[src/hdl/fair_value_gap_tracker_top_defines.svh]
// Assertion macros for the fair value gap tracker.
// Included by the top level; uses the clk and rst_n names of the including module.
`ifndef FAIR_VALUE_GAP_TRACKER_TOP_DEFINES_SVH
`define FAIR_VALUE_GAP_TRACKER_TOP_DEFINES_SVH

// Same-cycle implication, checked outside reset.
`define FVG_ASSERT_IMP(lbl, ante, cons, msg) \
  lbl: assert property (@(posedge clk) disable iff (!rst_n) (ante) |-> (cons)) else $error(msg);

// Next-cycle implication, checked outside reset.
`define FVG_ASSERT_NXT(lbl, ante, cons, msg) \
  lbl: assert property (@(posedge clk) disable iff (!rst_n) (ante) |=> (cons)) else $error(msg);

`endif

[src/hdl/fvg_pkg.sv]
// Shared types and constants of the fair value gap tracker.
// No dependencies; imported by every module and interface of the block.
package fvg_pkg;

  localparam int WINDOW     = 32;
  localparam int PRICE_BITS = 32;
  localparam int IDX_W      = $clog2(WINDOW);
  localparam int CNT_W      = $clog2(WINDOW + 1);
  localparam int LB_W       = 6;
  localparam int MIN_W      = 32;
  localparam int PCT_W      = 7;
  localparam int NUM_W      = PRICE_BITS + PCT_W;
  localparam int CFG_IDX_W  = 2;
  localparam int CFG_DATA_W = 32;
  localparam logic [PCT_W-1:0] PCT_SCALE = 7'd100;

  localparam logic [CFG_IDX_W-1:0] REG_LOOKBACK = 2'd0;
  localparam logic [CFG_IDX_W-1:0] REG_MIN_GAP  = 2'd1;

  typedef enum logic [1:0] {
    KIND_NONE = 2'd0,
    KIND_BULL = 2'd1,
    KIND_BEAR = 2'd2
  } kind_t;

  typedef struct packed {
    kind_t                 kind;
    logic [PRICE_BITS-1:0] top;
    logic [PRICE_BITS-1:0] bottom;
    logic [PRICE_BITS-1:0] pen;
  } slot_t;

  typedef struct packed {
    logic bull;
    logic bear;
    logic unf;
  } cell_flags_t;

  typedef struct packed {
    logic [CNT_W-1:0] bull_cnt;
    logic [CNT_W-1:0] bear_cnt;
    logic [CNT_W-1:0] unf_cnt;
    logic             found;
    logic [IDX_W-1:0] idx;
  } summary_t;

  typedef struct packed {
    logic busy;
    logic done;
  } div_stat_t;

  typedef enum logic [2:0] {
    S_IDLE,
    S_FLAGS,
    S_SCAN,
    S_PICK,
    S_MULT,
    S_DIV,
    S_DONE
  } state_t;

endpackage

[src/hdl/fvg_summary.sv]
// Window summary: registered counts and newest unfilled slot index from cell flags.
// Depends on fvg_pkg.
module fvg_summary import fvg_pkg::*; (
  input  logic              clk,
  input  logic              load,
  input  logic [WINDOW-1:0] bull_v,
  input  logic [WINDOW-1:0] bear_v,
  input  logic [WINDOW-1:0] unf_v,
  output summary_t          summ
);

  summary_t summ_r;
  summary_t summ_nxt;

  always_comb begin
    summ_nxt = '0;
    for (int i = 0; i < WINDOW; i++) begin
      summ_nxt.bull_cnt = summ_nxt.bull_cnt + CNT_W'(bull_v[i]);
      summ_nxt.bear_cnt = summ_nxt.bear_cnt + CNT_W'(bear_v[i]);
      summ_nxt.unf_cnt  = summ_nxt.unf_cnt + CNT_W'(unf_v[i]);
    end
    // Lowest index is the newest position.
    for (int i = WINDOW - 1; i >= 0; i--) begin
      if (unf_v[i]) begin
        summ_nxt.found = 1'b1;
        summ_nxt.idx   = IDX_W'(i);
      end
    end
  end

  always_ff @(posedge clk) begin
    if (load) begin
      summ_r <= summ_nxt;
    end
  end

  assign summ = summ_r;

endmodule

[config.mk]
export PLATFORM = sky130hd
export DESIGN_NAME = fvg_summary
export DESIGN_NICKNAME = d
export VERILOG_FILES = /design/src/hdl/fair_value_gap_tracker_top_defines.svh /design/src/hdl/fvg_pkg.sv /design/src/hdl/fvg_summary.sv
export SDC_FILE = /design/constraint.sdc
export NUM_CORES = 1
export LEC_CHECK = 0
export ABC_AREA = 1
export ABC_CLOCK_PERIOD_IN_PS = 6840
export BUFFER_PORTS_ARGS = -buffer_cell sky130_fd_sc_hd__buf_4
export CORE_ASPECT_RATIO = 1.5
export CORE_MARGIN = 1
export CORE_UTILIZATION = 45
export DETAILED_ROUTE_END_ITERATION = 16
export PLACE_DENSITY = 0.73
export SKIP_CTS_REPAIR_TIMING = 1
export SYNTH_ARGS = -nofsm -noshare
export SYNTH_HDL_FRONTEND = slang
export SYNTH_SLANG_ARGS = --single-unit
[constraint.sdc]
create_clock -name clk -period 6.84 [get_ports clk]
set_clock_uncertainty 0.1 [all_clocks]
set_input_delay 0.684 -clock clk [delete_from_list [all_inputs] [get_ports clk]]
set_output_delay 0.684 -clock clk [all_outputs]
set_load 0.02 [all_outputs]
; Yosys cells after proc, flatten, opt, wreduce, memory -nomap -nowiden
; Cells that the tools add are included.
[op_classes]
addsub = 93
muxes = 31
n_reduce_logical = 5
[ops]
columns = op, count
row1 = $add 6x1->6, 78
row2 = $mux 5, 15
row3 = $mux 4, 8
row4 = $reduce_or 31->1, 1
row5 = $add 5x1->6, 3
row6 = $reduce_or 16->1, 1
row7 = $add 4x1->5, 3
row8 = $add 3x1->4, 3
row9 = $mux 3, 4
row10 = $add 2x1->3, 3
row11 = $reduce_or 8->1, 1
row12 = $add 1x1->2, 3
row13 = $mux 6, 1
row14 = $mux 2, 2
row15 = $reduce_or 4->1, 1
row16 = $reduce_or 2->1, 1
row17 = $mux 1, 1
[word_totals]
ff_bits = 24
in_bits = 98
out_inout_bits = 24

; Longest topological paths before layout
[depth]
word_depth = 31
depth_mapped = 31

; Worst setup path before layout
; OpenSTA, ideal clock, no wires.
[synth_path]
kind = input to register
startpoint = input port unf_v[25]
endpoint = register summ_r, in the netlist summ[11] (data pin)
t_arrival_ns = 4.717
path_slack_ns = 1.769
cell_stages = 16
n_path_buf = 0
cell_sequence = bufinv_8 > fa_1 > fa_1 > inv_1 > fa_1 > fa_1 > inv_1 > fa_1 > fa_1 > inv_1 > ha_1 > nand2_1 > nor2_1 > a211oi_1 > nor2_1 > o21a_1
[synth_lines]
columns = element, line
row1 = from (decl), fvg_summary.sv:8  ; input logic [WINDOW-1:0] unf_v,
row2 = to (signal assigned), fvg_summary.sv:33  ; summ_r <= summ_nxt;
row3 = to (decl), fvg_summary.sv:12  ; summary_t summ_r;

==> results.yml <==
place:
  detailed_place.area_um2: 4457
  dpl_worst_slack_ns: 1.514
  dp.final_hpwl_um: 6590
  portBuffers: 121
  gp_congestion: 0.9406
finish:
  layout-drive-gt1-share_pct: 28.39
  largest_register_ff_count: 24
  commonest_non_fill_non_tap_cell_in_the_layout: "sky130_fd_sc_hd__buf_4"
  synthToLayoutAreaGrowth_pct: 31.51
  most_frequent_cells_in_the_layout: "121 x sky130_fd_sc_hd__buf_4, 112 x sky130_fd_sc_hd__inv_1, 72 x sky130_fd_sc_hd__fa_1, 51 x sky130_fd_sc_hd__nand2_1, 24 x sky130_fd_sc_hd__edfxtp_1"
  layout.nets: 665
  num_antenna_cells: 0
  postLayoutCoreUtil_pct: 61.89
  postLayoutCellArea_um2: 4502
clocking:
  clock_path_buffers: 2
  clkSinkCount: 24
  total_number_of_h_tree_levels: 1
  cts_made_buffers: 3
  cts-root-buf: "sky130_fd_sc_hd__clkbuf_8"
  clk_pin_slew_worst_paths_ns: 0.09
  cts_tree: "built"
floorplanning:
  die-height_um: 108.8
  die_w_um: 73.22
  num_rows: 38
  fp.coreArea_um2: 7274
  pin_count: 122
  initial_core_util_pct: 47.06
  die-area_um2: 7967
routing:
  drcViolationCount: 0
  postRouteAntennaNets: 0
  vias: 2624
  routed_wl_um: 7129
  first_iter_violations: 88
  wire_per_inst_um: 12.46
  route.detailed.vias_per_inst: 4.587
  drtPass1Iterations: 4
timing:
  setup_viol: 0
  achievable-frequency_ghz: 0.1990
  tns_ns: 0
  slew_violations: 0
  slew-limit-headroom_pct: 72.18
  final.period_utilization_pct: 73.47
  worst-slew-pin-transition_ns: 0.4135
  setup_repair_after_global_routing_missed_its_margin: "no"
  finalCriticalPeriod_ns: 5.025
  timing.final.hold_violations: 0
  final_critical_path_setup_slack_ns: 1.815
power_and_ir_drop:
  cellPowerDensity_nw_per_um2: 463.4
  power_leakage_nw: 2.392
  power.total_mw: 2.086
  vdd_drop_max_uv: 388.7
grt:
  grt_start_max_net_pins: 25
  grt_pass1_vias: 2791
  grt_remaining_overflow: 0
  groute.usage.overall_pct: 19.17
  number_of_antenna_violations_at_the_first_check_in_global_routing: 0
  global_route_wire_length_before_repair_um: 11430
synth:
  synthCells: 347
  yosys.area_share.adder_pct: 50.15
  synth_warnings: 0
  synth_nets: 539
  synth_top_family_by_area: "adder cells"
  syn_area_um2: 3423
  postSynthAreaPerCell_um2: 9.865
  seq_area_frac_synth_pct: 21.05
  synthMuxAreaShare_pct: 0
  share_of_the_synthesized_area_in_compound_gates_ao_oa_aoi_oai_pct: 4.057
  post_synth_xor_area_fraction_pct: 2.303
  synth_simple_gate_area_share_pct: 8.772
  postSynthRegisterBits: 24
  synth_cell_types: 23
worst_setup_path:
  critical_path.max_stage_delay_ns: 0.61
  cp_max_fo: 3
  cp-start-kind: "primary input"
  worst_ep_required_time_ns: 6.77
  crit_chain: "buf_4 -> bufinv_8 -> fa_1 -> fa_1 -> inv_1 -> fa_1 -> fa_1 -> inv_1 -> fa_1 -> fa_1 -> inv_1 -> ha_1 -> nand2_1 -> nor2_1 -> a211oi_1 -> nor2_1 -> o21a_1"
  critical_path.slowest_cell: "sky130_fd_sc_hd__fa_1"
  cp.arrival_ns: 4.95
  cpLargestDelayFamily: "adder cells"
  crit_path_end_kind: "flip-flop"
  critPathKind: "primary input to flip-flop"
  critical-path-top-cell-by-count: "sky130_fd_sc_hd__fa_1"
  worstPathBufferInverterCount: 5
worst_hold_path:
  worst_hold_path_type: "primary input to flip-flop"
run_status:
  outcome: "completed"
job:
  max-cap-violations: 0
==> area by class of cell <==
class | instances | area (um^2)
Clock buffer | 3 | 41.29
Clock inverter | 1 | 3.754
Fill cell | 635 | 2773
Inverter | 121 | 467.9
Multi-Input combinational cell | 202 | 2235
Sequential cell | 24 | 720.7
Tap cell | 100 | 125.1
Timing Repair Buffer | 121 | 908.4
==> per-layer routing <==
layer,routed length (um),vias to the layer above,GRT usage [%],part of all wire (%)
met5,0,-,0,0
met4,225,0,7.983,3.2
li1,-,1255,-,-
met1,2284,1269,18.05,32
met3,392,15,2.865,5.5
met2,4225,85,39.15,59
==> final timing paths <==
check | start | end | slack [ns] | depth (start not counted)
max | unf_v[25] | summ[11] | 1.81 | 17
min | bull_v[2] | summ[18] | 0.61 | 2
==> per-stage QoR <==
step | cells | hold slack [ns]
2_1_floorplan | 347 | 0.6965
3_3_place_gp | 568 | 0.8810
3_5_place_dp | 568 | 0.8884
4_1_cts | 572 | 0.6045
5_1_grt | 572 | 0.5972
6_report | 572 | 0.6111
==> cells in the mapped netlist, drive strengths merged <==
cell type  number  area share, %
o21a            3           0.66
xor2            6            1.5
a311oi          1           0.26
inv           120             13
edfxtp         24             21
a21boi          2           0.44
nand3           2           0.29
a21oi           5           0.84
fa             72             42
o21bai          1           0.22
nor2           22            2.4
nor3            2           0.29
bufinv          1           0.51
a31oi           1           0.18
a211oi          3           0.66
o31ai           1           0.22
xnor2           3           0.77
nand2          51            5.6
o21ai           4           0.58
nor4            1           0.18
ha             22            8.0
==> power by group <==
part | internal (mW) | leakage (nW) | switching, mW
Combinational | 0.752 | 2.14 | 0.897
Clock | 0.0402 | 0.0231 | 0.0457
Sequential | 0.336 | 0.233 | 0.0161
==> cell families (layout without fill, tap and decap cells) <==
family	after synthesis	in the layout
AND/OR/NAND/NOR	78	78
XOR/XNOR	9	9
flip-flops	24	24
AO/OA/AOI/OAI	21	21
buffers and inverters	121	246
adder cells (fa/ha/maj)	94	94
No activity file was read; power rests on OpenSTA's default activity.
