## src/hdl/fair_value_gap_tracker_top_defines.svh

```systemverilog
// Assertion macros for the fair value gap tracker.
// Included by the top level; uses the clk and rst_n names of the including module.
`ifndef FAIR_VALUE_GAP_TRACKER_TOP_DEFINES_SVH
`define FAIR_VALUE_GAP_TRACKER_TOP_DEFINES_SVH

// Same-cycle implication, checked outside reset.
`define FVG_ASSERT_IMP(lbl, ante, cons, msg) \
  lbl: assert property (@(posedge clk) disable iff (!rst_n) (ante) |-> (cons)) else $error(msg);

// Next-cycle implication, checked outside reset.
`define FVG_ASSERT_NXT(lbl, ante, cons, msg) \
  lbl: assert property (@(posedge clk) disable iff (!rst_n) (ante) |=> (cons)) else $error(msg);

`endif

```

## src/hdl/fvg_pkg.sv

```systemverilog
// Shared types and constants of the fair value gap tracker.
// No dependencies; imported by every module and interface of the block.
package fvg_pkg;

  localparam int WINDOW     = 32;
  localparam int PRICE_BITS = 32;
  localparam int IDX_W      = $clog2(WINDOW);
  localparam int CNT_W      = $clog2(WINDOW + 1);
  localparam int LB_W       = 6;
  localparam int MIN_W      = 32;
  localparam int PCT_W      = 7;
  localparam int NUM_W      = PRICE_BITS + PCT_W;
  localparam int CFG_IDX_W  = 2;
  localparam int CFG_DATA_W = 32;
  localparam logic [PCT_W-1:0] PCT_SCALE = 7'd100;

  localparam logic [CFG_IDX_W-1:0] REG_LOOKBACK = 2'd0;
  localparam logic [CFG_IDX_W-1:0] REG_MIN_GAP  = 2'd1;

  typedef enum logic [1:0] {
    KIND_NONE = 2'd0,
    KIND_BULL = 2'd1,
    KIND_BEAR = 2'd2
  } kind_t;

  typedef struct packed {
    kind_t                 kind;
    logic [PRICE_BITS-1:0] top;
    logic [PRICE_BITS-1:0] bottom;
    logic [PRICE_BITS-1:0] pen;
  } slot_t;

  typedef struct packed {
    logic bull;
    logic bear;
    logic unf;
  } cell_flags_t;

  typedef struct packed {
    logic [CNT_W-1:0] bull_cnt;
    logic [CNT_W-1:0] bear_cnt;
    logic [CNT_W-1:0] unf_cnt;
    logic             found;
    logic [IDX_W-1:0] idx;
  } summary_t;

  typedef struct packed {
    logic busy;
    logic done;
  } div_stat_t;

  typedef enum logic [2:0] {
    S_IDLE,
    S_FLAGS,
    S_SCAN,
    S_PICK,
    S_MULT,
    S_DIV,
    S_DONE
  } state_t;

endpackage

```

## src/hdl/fvg_cell.sv

```systemverilog
// One gap slot of the window chain: penetration update and shift to the next slot.
// Depends on fvg_pkg.
module fvg_cell import fvg_pkg::*; (
  input  logic                  clk,
  input  logic                  rst_n,
  input  logic                  shift_en,
  input  logic [PRICE_BITS-1:0] candle_high,
  input  logic [PRICE_BITS-1:0] candle_low,
  input  slot_t                 slot_in,
  input  logic                  in_win,
  input  logic [MIN_W-1:0]      min_gap,
  output slot_t                 slot_upd,
  output slot_t                 slot_q,
  output cell_flags_t           flags
);

  slot_t                 slot_r;
  logic [PRICE_BITS-1:0] size;
  logic [PRICE_BITS-1:0] p;
  logic                  hit;

  always_ff @(posedge clk) begin
    if (!rst_n) begin
      slot_r.kind <= KIND_NONE;
    end else if (shift_en) begin
      slot_r <= slot_in;
    end
  end

  // Deepest penetration by the incoming candle, capped at the gap size.
  always_comb begin
    size = slot_r.top - slot_r.bottom;
    p    = '0;
    hit  = 1'b0;
    if (slot_r.kind == KIND_BULL && candle_low < slot_r.top) begin
      p   = slot_r.top - candle_low;
      hit = 1'b1;
    end else if (slot_r.kind == KIND_BEAR && candle_high > slot_r.bottom) begin
      p   = candle_high - slot_r.bottom;
      hit = 1'b1;
    end
    if (p > size) begin
      p = size;
    end
    slot_upd = slot_r;
    if (hit && p > slot_r.pen) begin
      slot_upd.pen = p;
    end
  end

  assign slot_q     = slot_r;
  assign flags.bull = in_win && slot_r.kind == KIND_BULL;
  assign flags.bear = in_win && slot_r.kind == KIND_BEAR;
  assign flags.unf  = in_win && slot_r.kind != KIND_NONE && size >= min_gap
                      && slot_r.pen < size;

endmodule

```

## config.mk

```make
export PLATFORM = sky130hd
export DESIGN_NAME = fvg_cell
export DESIGN_NICKNAME = d
export VERILOG_FILES = /design/src/hdl/fair_value_gap_tracker_top_defines.svh /design/src/hdl/fvg_pkg.sv /design/src/hdl/fvg_cell.sv
export SDC_FILE = /design/constraint.sdc
export NUM_CORES = 1
export LEC_CHECK = 0
export ABC_AREA = 1
export BUFFER_PORTS_ARGS = -buffer_cell sky130_fd_sc_hd__clkbuf_2
export CORE_ASPECT_RATIO = 1.1
export CORE_MARGIN = 3
export CORE_UTILIZATION = 58
export CTS_CLUSTER_SIZE = 14
export DETAILED_ROUTE_END_ITERATION = 6
export PLACE_DENSITY = 0.93
export SYNTH_ARGS = -nofsm -noshare
export SYNTH_HDL_FRONTEND = slang
export SYNTH_SLANG_ARGS = --single-unit
export TNS_END_PERCENT = 30
```

## constraint.sdc

```tcl
create_clock -name clk -period 9.8 [get_ports clk]
set_input_delay 1.47 -clock clk [delete_from_list [all_inputs] [get_ports clk]]
set_output_delay 1.47 -clock clk [all_outputs]
set_load 0.005 [all_outputs]
```

; Word-level counts from Yosys, hierarchy flattened
; Index checks and enable logic that the tools add are counted.
[op_classes]
reduce_logical = 10
n_eq_ne = 2
add_sub_neg = 3
n_mux = 6
n_lt_le_gt_ge = 6
[ops]
columns = cell, count
row1 = two-way mux 32 bit, 4
row2 = greater-than comparator 32 bit, 3
row3 = subtractor 32 bit, 3
row4 = < comparator 32 bit, 2
row5 = greater-or-equal comparator 32 bit, 1
row6 = logical AND 1 bit, 8
row7 = equality test 2 x 1 -> 1 bit (second input constant), 1
row8 = equality test 2 bit (second input constant), 1
row9 = two-way mux 1 bit, 2
row10 = AND reduction 2 bit, 1
row11 = nonzero test 2 bit, 1
[word_totals]
ff_bits = 98
out_inout_bits = 199
word_cells = 31
inputBits = 198

; Logic depth before layout (Yosys ltp)
[depth]
depth_word = 9
mapped_depth = 47
mapped_depth_nobuf = 44

; Worst setup path before layout
; No wires, ideal clock.
[synth_path]
kind = input port to output port
from = in candle_low[0]
to = out slot_upd[28] (netlist name)
required_time_ps = 8330
path_stages = 39
arrival_time_ps = 5902
setup_slack_ps = 2428
path_buffers = 3
cell_sequence = ha_1 > inv_1 > fa_1 > nand2_1 > o21ai_2 > nand2_1 > nand2_2 > nand2_1 > nand2_1 > nand2_1 > nand2_1 > nand2_2 > buf_4 > nand2_1 > and2_1 > ha_1 > nand2_1 > nor2_1 > [3 not listed] > nand2_1 > buf_1 > nand3_1 > and2_1 > ha_1 > nand2_1 > o21ai_0 > nand2_1 > o211ai_1 > nand2_1 > nand2_1 > nand2_1 > nand2_1 > nand3_4 > inv_4 > buf_6 > nand3_1 > nand2_1
[synth_lines]
columns = item, line
row1 = "start, declared", fvg_cell.sv:8  ; input logic [PRICE_BITS-1:0] candle_low,
row2 = "end, declared", fvg_cell.sv:12  ; output slot_t slot_upd,

==> metrics.cfg <==
[yosys]
postSynthCellCount = 2256
synth_area_um2 = 14600
yosys.area_share.xor_xnor = 0.0312
synth_area_per_cell_um2 = 6.48
synth.largest_area_cell = sky130_fd_sc_hd__edfxtp_1
synth_simple_gate_area_frac = 0.334
combinational_family_with_the_most_area_after_synthesis = simple AND/OR/NAND/NOR gates
fraction_of_synthesized_cell_area_taken_by_the_top_area_cell_type = 0.197
post_synth_edffs = 96
synth_warnings = 0
synthDistinctLibCells = 49
proportion_of_synthesized_area_in_mux_cells = 0
synth-adder-area-share = 0.194
sequential_fraction_of_the_synthesis_area = 0.200
synth_most_common_cell = sky130_fd_sc_hd__nand2_1
ys.flop_type = sky130_fd_sc_hd__edfxtp_1
postSynthRegisterBits = 98
post_synthesis_compound_gate_area_fraction = 0.0987
synthArstFlopShare = 0
postSynthNetCount = 2679
synth.area.top_cells = sky130_fd_sc_hd__edfxtp_1 (20%), sky130_fd_sc_hd__ha_1 (19%), sky130_fd_sc_hd__nand2_1 (19%), sky130_fd_sc_hd__inv_1 (9.7%), sky130_fd_sc_hd__a21oi_1 (5.6%)
list_of_most_frequent_post_synthesis_cells = sky130_fd_sc_hd__nand2_1 (723), sky130_fd_sc_hd__inv_1 (378), sky130_fd_sc_hd__ha_1 (222)

[drt]
detailedRoute.firstIterationViolations = 1646
finalWirelength_um = 54900
dr_total_vias = 16500
drt_pre_antenna_iters = 7
vias_per_cell = 5.69
drcViolationCount = 2
ant_nets = 0
routed_wire_length_per_instance_um = 18.9

[worst_hold_path]
hold-path-cell-count = 2
hold_path_class = register to register

[sta]
worst_clock_skew_ns = 0
finalCritPeriodShare = 0.949
min_period_ns = 9.30
tightestPinTransition_ns = 0.792
totalNegativeSetupSlack_ns = 0
timing.fmax_mhz = 108
hold_vio_cnt_final = 0
timing.slew.headroom = 0.467
timing.final.setup_violations = 0
max_slew_violations = 0
rsz0062_at_grt = false

[cells_and_area]
area.growth.synth_to_final_pct = 14.5
drive_above_1_share = 0.180
antenna_cells_inserted = 0
largest_register_ffs = 98
final_nets = 3012
finish.utilization = 0.679

[clocking]
cts_max_path_buffers = 2
clkTransAtPathRegs_ns = 0.09
clock_sinks = 98
clock_tree.root_cell = sky130_fd_sc_hd__clkbuf_16
hold_buffers = 0
cts_htree_levels = 3
clk_latency_ns = 0.36
tritoncts = done
cts_inserted_buffers = 9

[floorplan]
initial_utilization = 0.593
dieArea_um2 = 27100
io_pins = 397
placement_rows = 60
floorplan.die.width_um = 157
core_area_um2 = 24600
chipHeight_um = 172

[outcome]
violations = DRC
status = finished, violations left

[place]
globalplace.congestion = 1.01
buffer_ports.inserted = 396
detailedPlacementHpwl_um = 47500

[setup_path]
worst-r2r-cell-count = 2
slowest_delay_ns = 0.44
crit_path_top_delay_cell = sky130_fd_sc_hd__fa_1
ff2ff_setup_slack_ns = 8.99
worstSetupPathType = input pin to output port
timing.critical_path.to_type = output port
cp.required_ns = 8.33
most_repeated_library_cell_on_the_critical_path = sky130_fd_sc_hd__nand2_1
cp.arrival_ns = 7.83
worst_setup_path_start_kind = input pin
crit_path_max_fanout = 32

[global_route]
grt_max_degree = 58
grtUsageTotal = 0.391
grt_antenna_before_repair = 0
grt_pass1_vias = 16200
grt_overflow_total = 0
grt_first_pass_wirelength_um = 82700

[job]
drv.max_cap_violation_count = 0

[pwr]
p_leak_uw = 0.00982
vdd_drop_max_v = 0.0000996
cellPowerDensity_nw_per_um2 = 124

[critical path, delay by kind of cell]
kind            cells  cell delay, ns
buf+inv             8            1.23
compound gates      1            0.07
simple gates       27            3.87
fa+ha+maj           4            1.14
[report_power, final]
group / switching [uW] / total (uW) / internal, uW / leakage (uW)
Combinational: 750 / 1160 / 414 / 0.00876
Sequential: 38.3 / 532 / 493 / 0.000918
Clock: 203 / 384 / 181 / 0.000147
Total: 991 / 2080 / 1090 / 0.00982
[logic make-up (layout without fill, tap and decap cells)]
group	after synthesis	count (layout)
AND/OR/NAND/NOR	1148	1148
buffers and inverters	464	802
AO/OA/AOI/OAI	269	269
adder cells (fa/ha/maj)	225	225
flip-flops	98	98
XOR/XNOR	52	52
[layout make-up]
type | count | area [um^2]
timing repair buffer | 405 | 2050
tap | 310 | 388
sequential | 98 | 2920
clock inverter | 7 | 75.1
multi-input combinational | 1694 | 9620
inverter | 381 | 1440
clock buffer | 9 | 225
fill | 2155 | 7900
[final timing paths]
| check | startpoint | to |
|---|---|---|
| max reg2reg | slot_q[96] | slot_q[96] |
| min reg2reg | slot_q[97] | slot_q[97] |
| min | slot_q[97] | slot_q[97] |
| max | candle_high[0] | slot_upd[29] |
[placed cells by master (no fill, tap or decap), types with 2 or more instances in the layout]
cell type                     n
sky130_fd_sc_hd__nor2_1     146
sky130_fd_sc_hd__clkbuf_16    9
sky130_fd_sc_hd__and2_1      31
sky130_fd_sc_hd__nor4_1       6
sky130_fd_sc_hd__xor2_1      41
sky130_fd_sc_hd__a31oi_1      3
sky130_fd_sc_hd__inv_1      377
sky130_fd_sc_hd__nand3_1    130
sky130_fd_sc_hd__nand4_1     25
sky130_fd_sc_hd__nand2_2     17
sky130_fd_sc_hd__dfxtp_1      2
sky130_fd_sc_hd__nand2_1    723
sky130_fd_sc_hd__a21o_1       5
sky130_fd_sc_hd__a21oi_1    163
sky130_fd_sc_hd__o211ai_1     5
sky130_fd_sc_hd__o21ai_0     71
sky130_fd_sc_hd__o21bai_1     6
sky130_fd_sc_hd__nor3_1      29
sky130_fd_sc_hd__nor2_2       5
sky130_fd_sc_hd__nand3b_1    15
sky130_fd_sc_hd__or2_2        4
sky130_fd_sc_hd__inv_4        3
sky130_fd_sc_hd__and3_1       2
sky130_fd_sc_hd__o21ai_1      2
sky130_fd_sc_hd__fa_1         3
sky130_fd_sc_hd__a211oi_1     2
sky130_fd_sc_hd__clkinv_8     2
sky130_fd_sc_hd__clkinv_4     2
sky130_fd_sc_hd__clkbuf_2   396
sky130_fd_sc_hd__ha_1       222
sky130_fd_sc_hd__o21a_1       4
sky130_fd_sc_hd__nand3_2      9
sky130_fd_sc_hd__xnor2_1     11
sky130_fd_sc_hd__buf_4        9
sky130_fd_sc_hd__edfxtp_1    96
[routing by layer]
layer,track usage,part of all wire,up-vias
met3,0.0481,0.084,160
met2,0.704,0.49,894
met5,0,0,-
li1,-,-,7893
met4,0.158,0.045,0
met1,0.473,0.38,7574
[stage by stage]
| stage | power, uW | setup WS, ns | hold slack [ns] | instances | cell area (um^2) |
|---|---|---|---|---|---|
| floorplan | 1300 | 2.43 | 0.545 | 2256 | 14600 |
| global placement | 1620 | 0.526 | 0.651 | 2886 | 16400 |
| detailed placement | 1670 | 0.400 | 0.670 | 2886 | 16400 |
| CTS | 2050 | 0.384 | 0.686 | 2902 | 16700 |
| global route | 2230 | 0.0710 | 0.696 | 2904 | 16700 |
| finish | 2080 | 0.501 | 0.682 | 2904 | 16700 |
[repair_timing]
| item | 4_1_cts | 5_1_grt |
|---|---|---|
| resized for setup | 0 | 1 |
| setup buffers | 0 | 2 |
| endpoints found under the setup margin | 0 | 32 |
Power figures use the tool's default switching activity.
