===== src/hdl/fair_value_gap_tracker_top_defines.svh =====
// Assertion macros for the fair value gap tracker.
// Included by the top level; uses the clk and rst_n names of the including module.
`ifndef FAIR_VALUE_GAP_TRACKER_TOP_DEFINES_SVH
`define FAIR_VALUE_GAP_TRACKER_TOP_DEFINES_SVH

// Same-cycle implication, checked outside reset.
`define FVG_ASSERT_IMP(lbl, ante, cons, msg) \
  lbl: assert property (@(posedge clk) disable iff (!rst_n) (ante) |-> (cons)) else $error(msg);

// Next-cycle implication, checked outside reset.
`define FVG_ASSERT_NXT(lbl, ante, cons, msg) \
  lbl: assert property (@(posedge clk) disable iff (!rst_n) (ante) |=> (cons)) else $error(msg);

`endif


===== src/hdl/fvg_pkg.sv =====
// Shared types and constants of the fair value gap tracker.
// No dependencies; imported by every module and interface of the block.
package fvg_pkg;

  localparam int WINDOW     = 32;
  localparam int PRICE_BITS = 32;
  localparam int IDX_W      = $clog2(WINDOW);
  localparam int CNT_W      = $clog2(WINDOW + 1);
  localparam int LB_W       = 6;
  localparam int MIN_W      = 32;
  localparam int PCT_W      = 7;
  localparam int NUM_W      = PRICE_BITS + PCT_W;
  localparam int CFG_IDX_W  = 2;
  localparam int CFG_DATA_W = 32;
  localparam logic [PCT_W-1:0] PCT_SCALE = 7'd100;

  localparam logic [CFG_IDX_W-1:0] REG_LOOKBACK = 2'd0;
  localparam logic [CFG_IDX_W-1:0] REG_MIN_GAP  = 2'd1;

  typedef enum logic [1:0] {
    KIND_NONE = 2'd0,
    KIND_BULL = 2'd1,
    KIND_BEAR = 2'd2
  } kind_t;

  typedef struct packed {
    kind_t                 kind;
    logic [PRICE_BITS-1:0] top;
    logic [PRICE_BITS-1:0] bottom;
    logic [PRICE_BITS-1:0] pen;
  } slot_t;

  typedef struct packed {
    logic bull;
    logic bear;
    logic unf;
  } cell_flags_t;

  typedef struct packed {
    logic [CNT_W-1:0] bull_cnt;
    logic [CNT_W-1:0] bear_cnt;
    logic [CNT_W-1:0] unf_cnt;
    logic             found;
    logic [IDX_W-1:0] idx;
  } summary_t;

  typedef struct packed {
    logic busy;
    logic done;
  } div_stat_t;

  typedef enum logic [2:0] {
    S_IDLE,
    S_FLAGS,
    S_SCAN,
    S_PICK,
    S_MULT,
    S_DIV,
    S_DONE
  } state_t;

endpackage


===== src/hdl/fvg_div.sv =====
// Restoring divider for the fill percent, one quotient bit per cycle.
// Depends on fvg_pkg.
module fvg_div import fvg_pkg::*; (
  input  logic                  clk,
  input  logic                  rst_n,
  input  logic                  start,
  input  logic [NUM_W-1:0]      num,
  input  logic [PRICE_BITS-1:0] den,
  output logic [PCT_W-1:0]      quot,
  output div_stat_t             stat
);

  localparam int STEP_W = $clog2(PCT_W);

  logic [NUM_W-1:0]  rem_r;
  logic [NUM_W-1:0]  den_r;
  logic [PCT_W-1:0]  q_r;
  logic [STEP_W-1:0] step_r;
  logic              busy_r;
  logic              done_r;
  logic              ge;

  assign ge = rem_r >= den_r;

  always_ff @(posedge clk) begin
    if (!rst_n) begin
      busy_r <= 1'b0;
      done_r <= 1'b0;
      step_r <= '0;
    end else begin
      done_r <= 1'b0;
      if (start) begin
        busy_r <= 1'b1;
        step_r <= '0;
      end else if (busy_r) begin
        step_r <= step_r + 1'b1;
        if (step_r == STEP_W'(PCT_W - 1)) begin
          busy_r <= 1'b0;
          done_r <= 1'b1;
        end
      end
    end
  end

  // The quotient is below 128, so the divisor starts shifted up by six places.
  always_ff @(posedge clk) begin
    if (start) begin
      rem_r <= num;
      den_r <= {1'b0, den, {(PCT_W - 1){1'b0}}};
      q_r   <= '0;
    end else if (busy_r) begin
      if (ge) begin
        rem_r <= rem_r - den_r;
      end
      q_r   <= {q_r[PCT_W-2:0], ge};
      den_r <= den_r >> 1;
    end
  end

  assign quot      = q_r;
  assign stat.busy = busy_r;
  assign stat.done = done_r;

endmodule

===== config.mk =====
export PLATFORM = sky130hd
export DESIGN_NAME = fvg_div
export DESIGN_NICKNAME = d
export VERILOG_FILES = /design/src/hdl/fair_value_gap_tracker_top_defines.svh /design/src/hdl/fvg_pkg.sv /design/src/hdl/fvg_div.sv
export SDC_FILE = /design/constraint.sdc
export NUM_CORES = 1
export LEC_CHECK = 0
export BUFFER_PORTS_ARGS = -buffer_cell sky130_fd_sc_hd__buf_2
export CORE_ASPECT_RATIO = 0.5
export CORE_MARGIN = 2
export CORE_UTILIZATION = 25
export DETAILED_ROUTE_END_ITERATION = 10
export SLEW_MARGIN = 10
export SYNTH_ARGS = -nofsm -noshare
export SYNTH_HDL_FRONTEND = slang
export SYNTH_SLANG_ARGS = --single-unit

===== constraint.sdc =====
create_clock -name clk -period 8.05 [get_ports clk]
set_input_delay 0.805 -clock clk [delete_from_list [all_inputs] [get_ports clk]]
set_output_delay 0.805 -clock clk [all_outputs]
set_load 0.005 [all_outputs]

======== After elaboration in Yosys (flattened, before gate mapping) ========
Index checks and enable logic that the tools add are counted.
operators by class
  $add $sub $neg .......................... 2
  reductions and logical operators ........ 5
  bitwise logic cells ..................... 2
  mux-type cells .......................... 9
  eq/ne operators ......................... 1
  order comparisons ....................... 1
operators by type and width
  cell                                                            number
  39-bit 2-to-1 mux                                               3
  38-bit 2-to-1 mux                                               2
  39-bit by 38-bit greater-or-equal comparator with 1-bit output  1
  39-bit by 38-bit subtractor with 39-bit output                  1
  1-bit 2-to-1 mux                                                4
  2-bit nonzero test                                              2
  3-bit by 1-bit adder with 3-bit output (second input constant)  1
  3-bit equality test (second input constant)                     1
  3-bit OR reduction                                              1
  1-bit NOT                                                       2
  2-bit AND reduction                                             1
  2-bit OR reduction                                              1
word-level totals
  register bits ........................... 89
  output and inout port bits .............. 9
  bits of input ports ..................... 74

======== Logic depth before layout (Yosys ltp) ========
  depth after elaboration ................. 4
  gate-level depth with buffers ........... 12
  depth with buffers taken out ............ 12

======== Worst setup path before layout ========
Ideal clock, no wire load.
  kind .................................... reg-to-reg
  start ................................... reg rem_r[1]
  end ..................................... reg rem_r[0] (enable)
  required time ........................... 7.592 ns
  cell stages (with the launch flop) ...... 10
  path slack .............................. 3.520 ns
  period minus slack after synthesis ...... 4.530 ns
  arrival time ............................ 4.072 ns
  path through ............................ edfxtp_1 -> ha_1 -> nand2b_1 -> a211oi_4 -> o21ai_2 -> a21o_1 -> a211oi_4 -> a21o_2 -> nand3_1 -> a41oi_1
on the way
  cells in the longest elaborated chain, start to end .. 3
ends and longest elaborated chain
  element                                                         RTL line       RTL
  start: declaration                                              fvg_div.sv:15  logic [NUM_W-1:0] rem_r;
  start signal: assignment                                        fvg_div.sv:48  rem_r <= num;
  start signal: assignment                                        fvg_div.sv:53  rem_r <= rem_r - den_r;
  39-bit by 38-bit greater-or-equal comparator with 1-bit output  fvg_div.sv:23  assign ge = rem_r >= den_r;
  2-bit nonzero test (no line)                                    --
  2-bit AND reduction (no line)                                   --
Every way passes these cells.
A chain may end at the register's enable or synchronous reset.

======== Worst setup path in the final report ========
  start ................................... reg rem_r[4]
  end ..................................... reg rem_r[14] (enable)
Same word-level chain as after synthesis.

==> summary.md <==
| Metric | Value |
|---|---|
| Status | complete, no violations |
| Post-CTS Setup Bufs | 0 |
| Setup_tns | 0 ns |
| Design area | about 7200 sq um |
| Critical path peak fanout | 27 |
| Combinational share of power | roughly half |
| Initial Utilization | around a quarter |
| Hold buffers post-CTS | 0 |
| Fill count | approximately 2600 |
| Final setup vio count | 0 |
| Cell Area, Placed | around 6900 sq um |
| Arr. time, crit path | roughly 3.7 ns |
| Clock sink count | a little under 90 |
| Overall global routing resource usage | about 13% |
| Die H | between 100 and 150 um |
| Internal | about 0.0013 W |
| Syn Inst Count | 722 |
| Yosys cell types | 67 |
| Unrepaired setup endpoints after global routing | false |
| Post-route insts no fill | ~1100 |
| DIE WIDTH | 227 um |
| Highest metal used | met5 |
| Met2 WL | slightly above 7000 um |
| Highest clock rate | between 200 and 300 MHz |
| Final period util | a little under half |
| GPL Wtd Cong | ~0.88 |
| Clock tree buffer depth | 2 |
| Net Sw Frac | about two fifths |
| CTS Buf Count | 9 |
| Drt total wl | approximately 16000 um |
| Async SR Flop Fraction | 0% |
| Worst-Skew Late Latency | 0.36 ns |
| Worst r2r dst | rem_r[14]$_DFFE_PP_ |
| End-of-flow core utilization | 29.8% |
| Synth cell count leaders | nand2_1 (130), o21ai_0 (74), edfxtp_1 (71), inv_1 (57), nor2_1 (45) |
| Crit path time final | around 3.6 ns |
| Pins over their slew limit | 0 |
| Skew final | 0.0124 ns |
| Slew HR | between 50% and 60% |
| Synth-to-Final Area Change | 16.1% |
| CTS tree | built |
| Num ports | 83 |
| Worst hold path startpoint | quot[6]$_SDFFE_PP0P_ |
| Average routed wire per standard cell | between 10 and 15 um |
| Min-Delay Path Depth | 2 |
| RR Startpoint | rem_r[4]$_DFFE_PP_ |
| Antenna viol nets, final | 0 |
| Post-route DRC | 0 |
| Met1 WL | approximately 7800 um |
| Layout cell share with drive strength beyond 1 | about 16% |
| Post-CTS sizing | 0 |
| Most area-consuming cells after synthesis | edfxtp_1 (34%), ha_1 (8.0%), nand2_1 (7.8%) |
| Worst setup SP type | flip-flop |
| Register area share after synthesis | between 30% and 40% |
| H-tree depth | 3 |
| Root buffer cell | clkbuf_16 |
| Final nets | roughly 890 |
| Core area | around 24000 sq um |
| Post-Syn Area | 6240 sq um |
| Placed cells | ~1100 |
| Critical path class | flip-flop to flip-flop |
| Hold path endpoint | quot[6]$_SDFFE_PP0P_ |
| Max VDD drop | about 100 uV |
| Initial antenna violation count | 3 |
| Fin. Hold Viols | 0 |
| WL met3 | 685 um |
| First-pass DRT Iterations | 5 |
| Leakage | 2.98 nW |
| Seq pwr share | between 30% and 40% |
| Largest net degree at the start of global routing | 80 |
| Critical Path RT | just over 8 ns |
| Most common cell in the netlist | nand2_1 |
| Power Density | 304 nW/um^2 |
| R2r setup slk | 4.40 ns |
| DPL Wire Length | 12000 um |
| Hold WC Path Type | flip-flop to flip-flop |
| Port-buffer cells | 82 |
| Syn Area/Cell | ~8.6 sq um |
| Worst-Margin Slew | just under 0.7 ns |
| Syn nets | 837 |
| Final Power | roughly 0.0022 W |
| Switching Power | ~0.0009 W |
| Clock share of power | between 10% and 20% |
| Synth Flop Type | edfxtp_1 |
| Vias in the first global route | 5178 |
| Share of the synthesized area in the top cell type | about a third |
| Seq cells post-synth | 89 |
| First-pass GRT wire length | around 26000 um |
| Max-Cap Viols | 0 |
| DR vias/cell | approximately 4.7 |
| 1st-iter DRT viols | between 300 and 400 |
| Number of flops mapped to enable cells by yosys | between 70 and 80 |
| Synth warn | 0 |
| GRT overflow | 0 |
| Die area | about 26000 sq um |
| Worst Setup End Kind | flip-flop |
| Reg2reg path depth | 10 |
| Vias | ~5200 |
| Row count | 40 |
| Clock transition at the registers of the reported paths | ~0.07 ns |
| Leading area contributor after synthesis | edfxtp_1 |
-- worst max-delay path, stage by stage, from the launching register on --
cell,delay [ns]
edfxtp_1,0.38
ha_1,0.37
nand2_1,0.16
a211oi_4,0.34
o21ai_2,0.11
a21o_1,0.23
a211oi_4,0.38
a21o_2,0.21
nand3_1,0.13
a41oi_4,0.48
buf_4,0.49
-- kinds of logic (layout without fill, tap and decap cells) --
logic type               after synthesis  after routing  synth area share (%)
AND/OR/NAND/NOR                      243            243                  17.4
adder cells (fa/ha/maj)               41             41                  8.34
flip-flops                            89             89                  39.9
XOR/XNOR                              28             28                  3.93
AO/OA/AOI/OAI                        206            206                  21.6
multiplexers                          15             15                  2.45
other                                  0              1                     0
buffers and inverters                100            159                  6.26
-- placed cells by master (no fill, tap or decap), drive strengths merged, types with 2 or more instances in the layout --
cell type  count
mux2           2
nor4           3
a31oi          7
o21ai         79
a211oi         9
a21o          20
a21oi         44
o21bai        10
a221oi         2
ha            40
xnor2         15
and4           3
nand2        130
xor2          13
and3           5
clkbuf        10
a21boi         5
mux2i         13
o211a          2
nor2          45
dfxtp         18
nand2b         4
nand3         13
and2           4
a41oi          3
o21a           4
buf           86
nand4         12
nor2b          4
o31ai          6
a221o          2
nor3           9
nor4b          3
edfxtp        71
nor3b          4
o211ai         3
o22ai          2
inv           62
-- sequential cells by signal, indices dropped and copies added, names as in the netlist --
name    flops
den_r      38
step_r      3
quot        7
rem_r      39
busy_r      1
done_r      1
-- through the flow --
step / hold WS [ns] / setup WS [ns]
floorplan: 0.463 / 3.52
global route: 0.520 / 4.17
global placement: 0.468 / 4.43
detailed placement: 0.487 / 4.39
finish: 0.494 / 4.40
CTS: 0.503 / 4.38
-- worst max path at each step --
stage,start,to,slack [ns],cells past startpoint
final,rem_r[4]$_DFFE_PP_,rem_r[14]$_DFFE_PP_,4.40,10
after global routing,den_r[4]$_SDFFE_PP0P_,rem_r[14]$_DFFE_PP_,4.17,11
after detailed placement,start,rem_r[16]$_DFFE_PP_,4.39,5
after CTS,den_r[4]$_SDFFE_PP0P_,rem_r[14]$_DFFE_PP_,4.38,11
after global placement,start,rem_r[16]$_DFFE_PP_,4.43,5
after floorplan,rem_r[1]$_DFFE_PP_,rem_r[0]$_DFFE_PP_,3.52,9
-- layout make-up --
| type | count | area (sq um) | share of cell area (%) |
|---|---|---|---|
| Antenna cell | 1 | 2.50 | 0.0345 |
| Clock buffer | 10 | 250 | 3.45 |
| Clock inverter | 6 | 43.8 | 0.605 |
| Inverter | 57 | 214 | 2.95 |
| Multi-Input combinational cell | 533 | 3380 | 46.6 |
| Sequential cell | 89 | 2490 | 34.4 |
| Tap cell | 336 | 420 | 5.80 |
| Timing Repair Buffer | 86 | 443 | 6.12 |
-- metal layers --
metal	track usage, %	vias up
met5	0	-
met2	20.4	97
met4	4.79	2
met1	16.4	2449
li1	-	2674
met3	2.69	21
-- power groups by stage --
stage / clock network, W / registers (W) / logic, W
4_1_cts: 0.000434 / 0.000670 / 0.00111
3_5_place_dp: 0 / 0.000679 / 0.00110
5_1_grt: 0.000452 / 0.000680 / 0.00124
6_report: 0.000424 / 0.000669 / 0.00111
3_3_place_gp: 0 / 0.000675 / 0.00109
2_1_floorplan: 0 / 0.000671 / 0.000861
(Power assumes the default switching activity.)
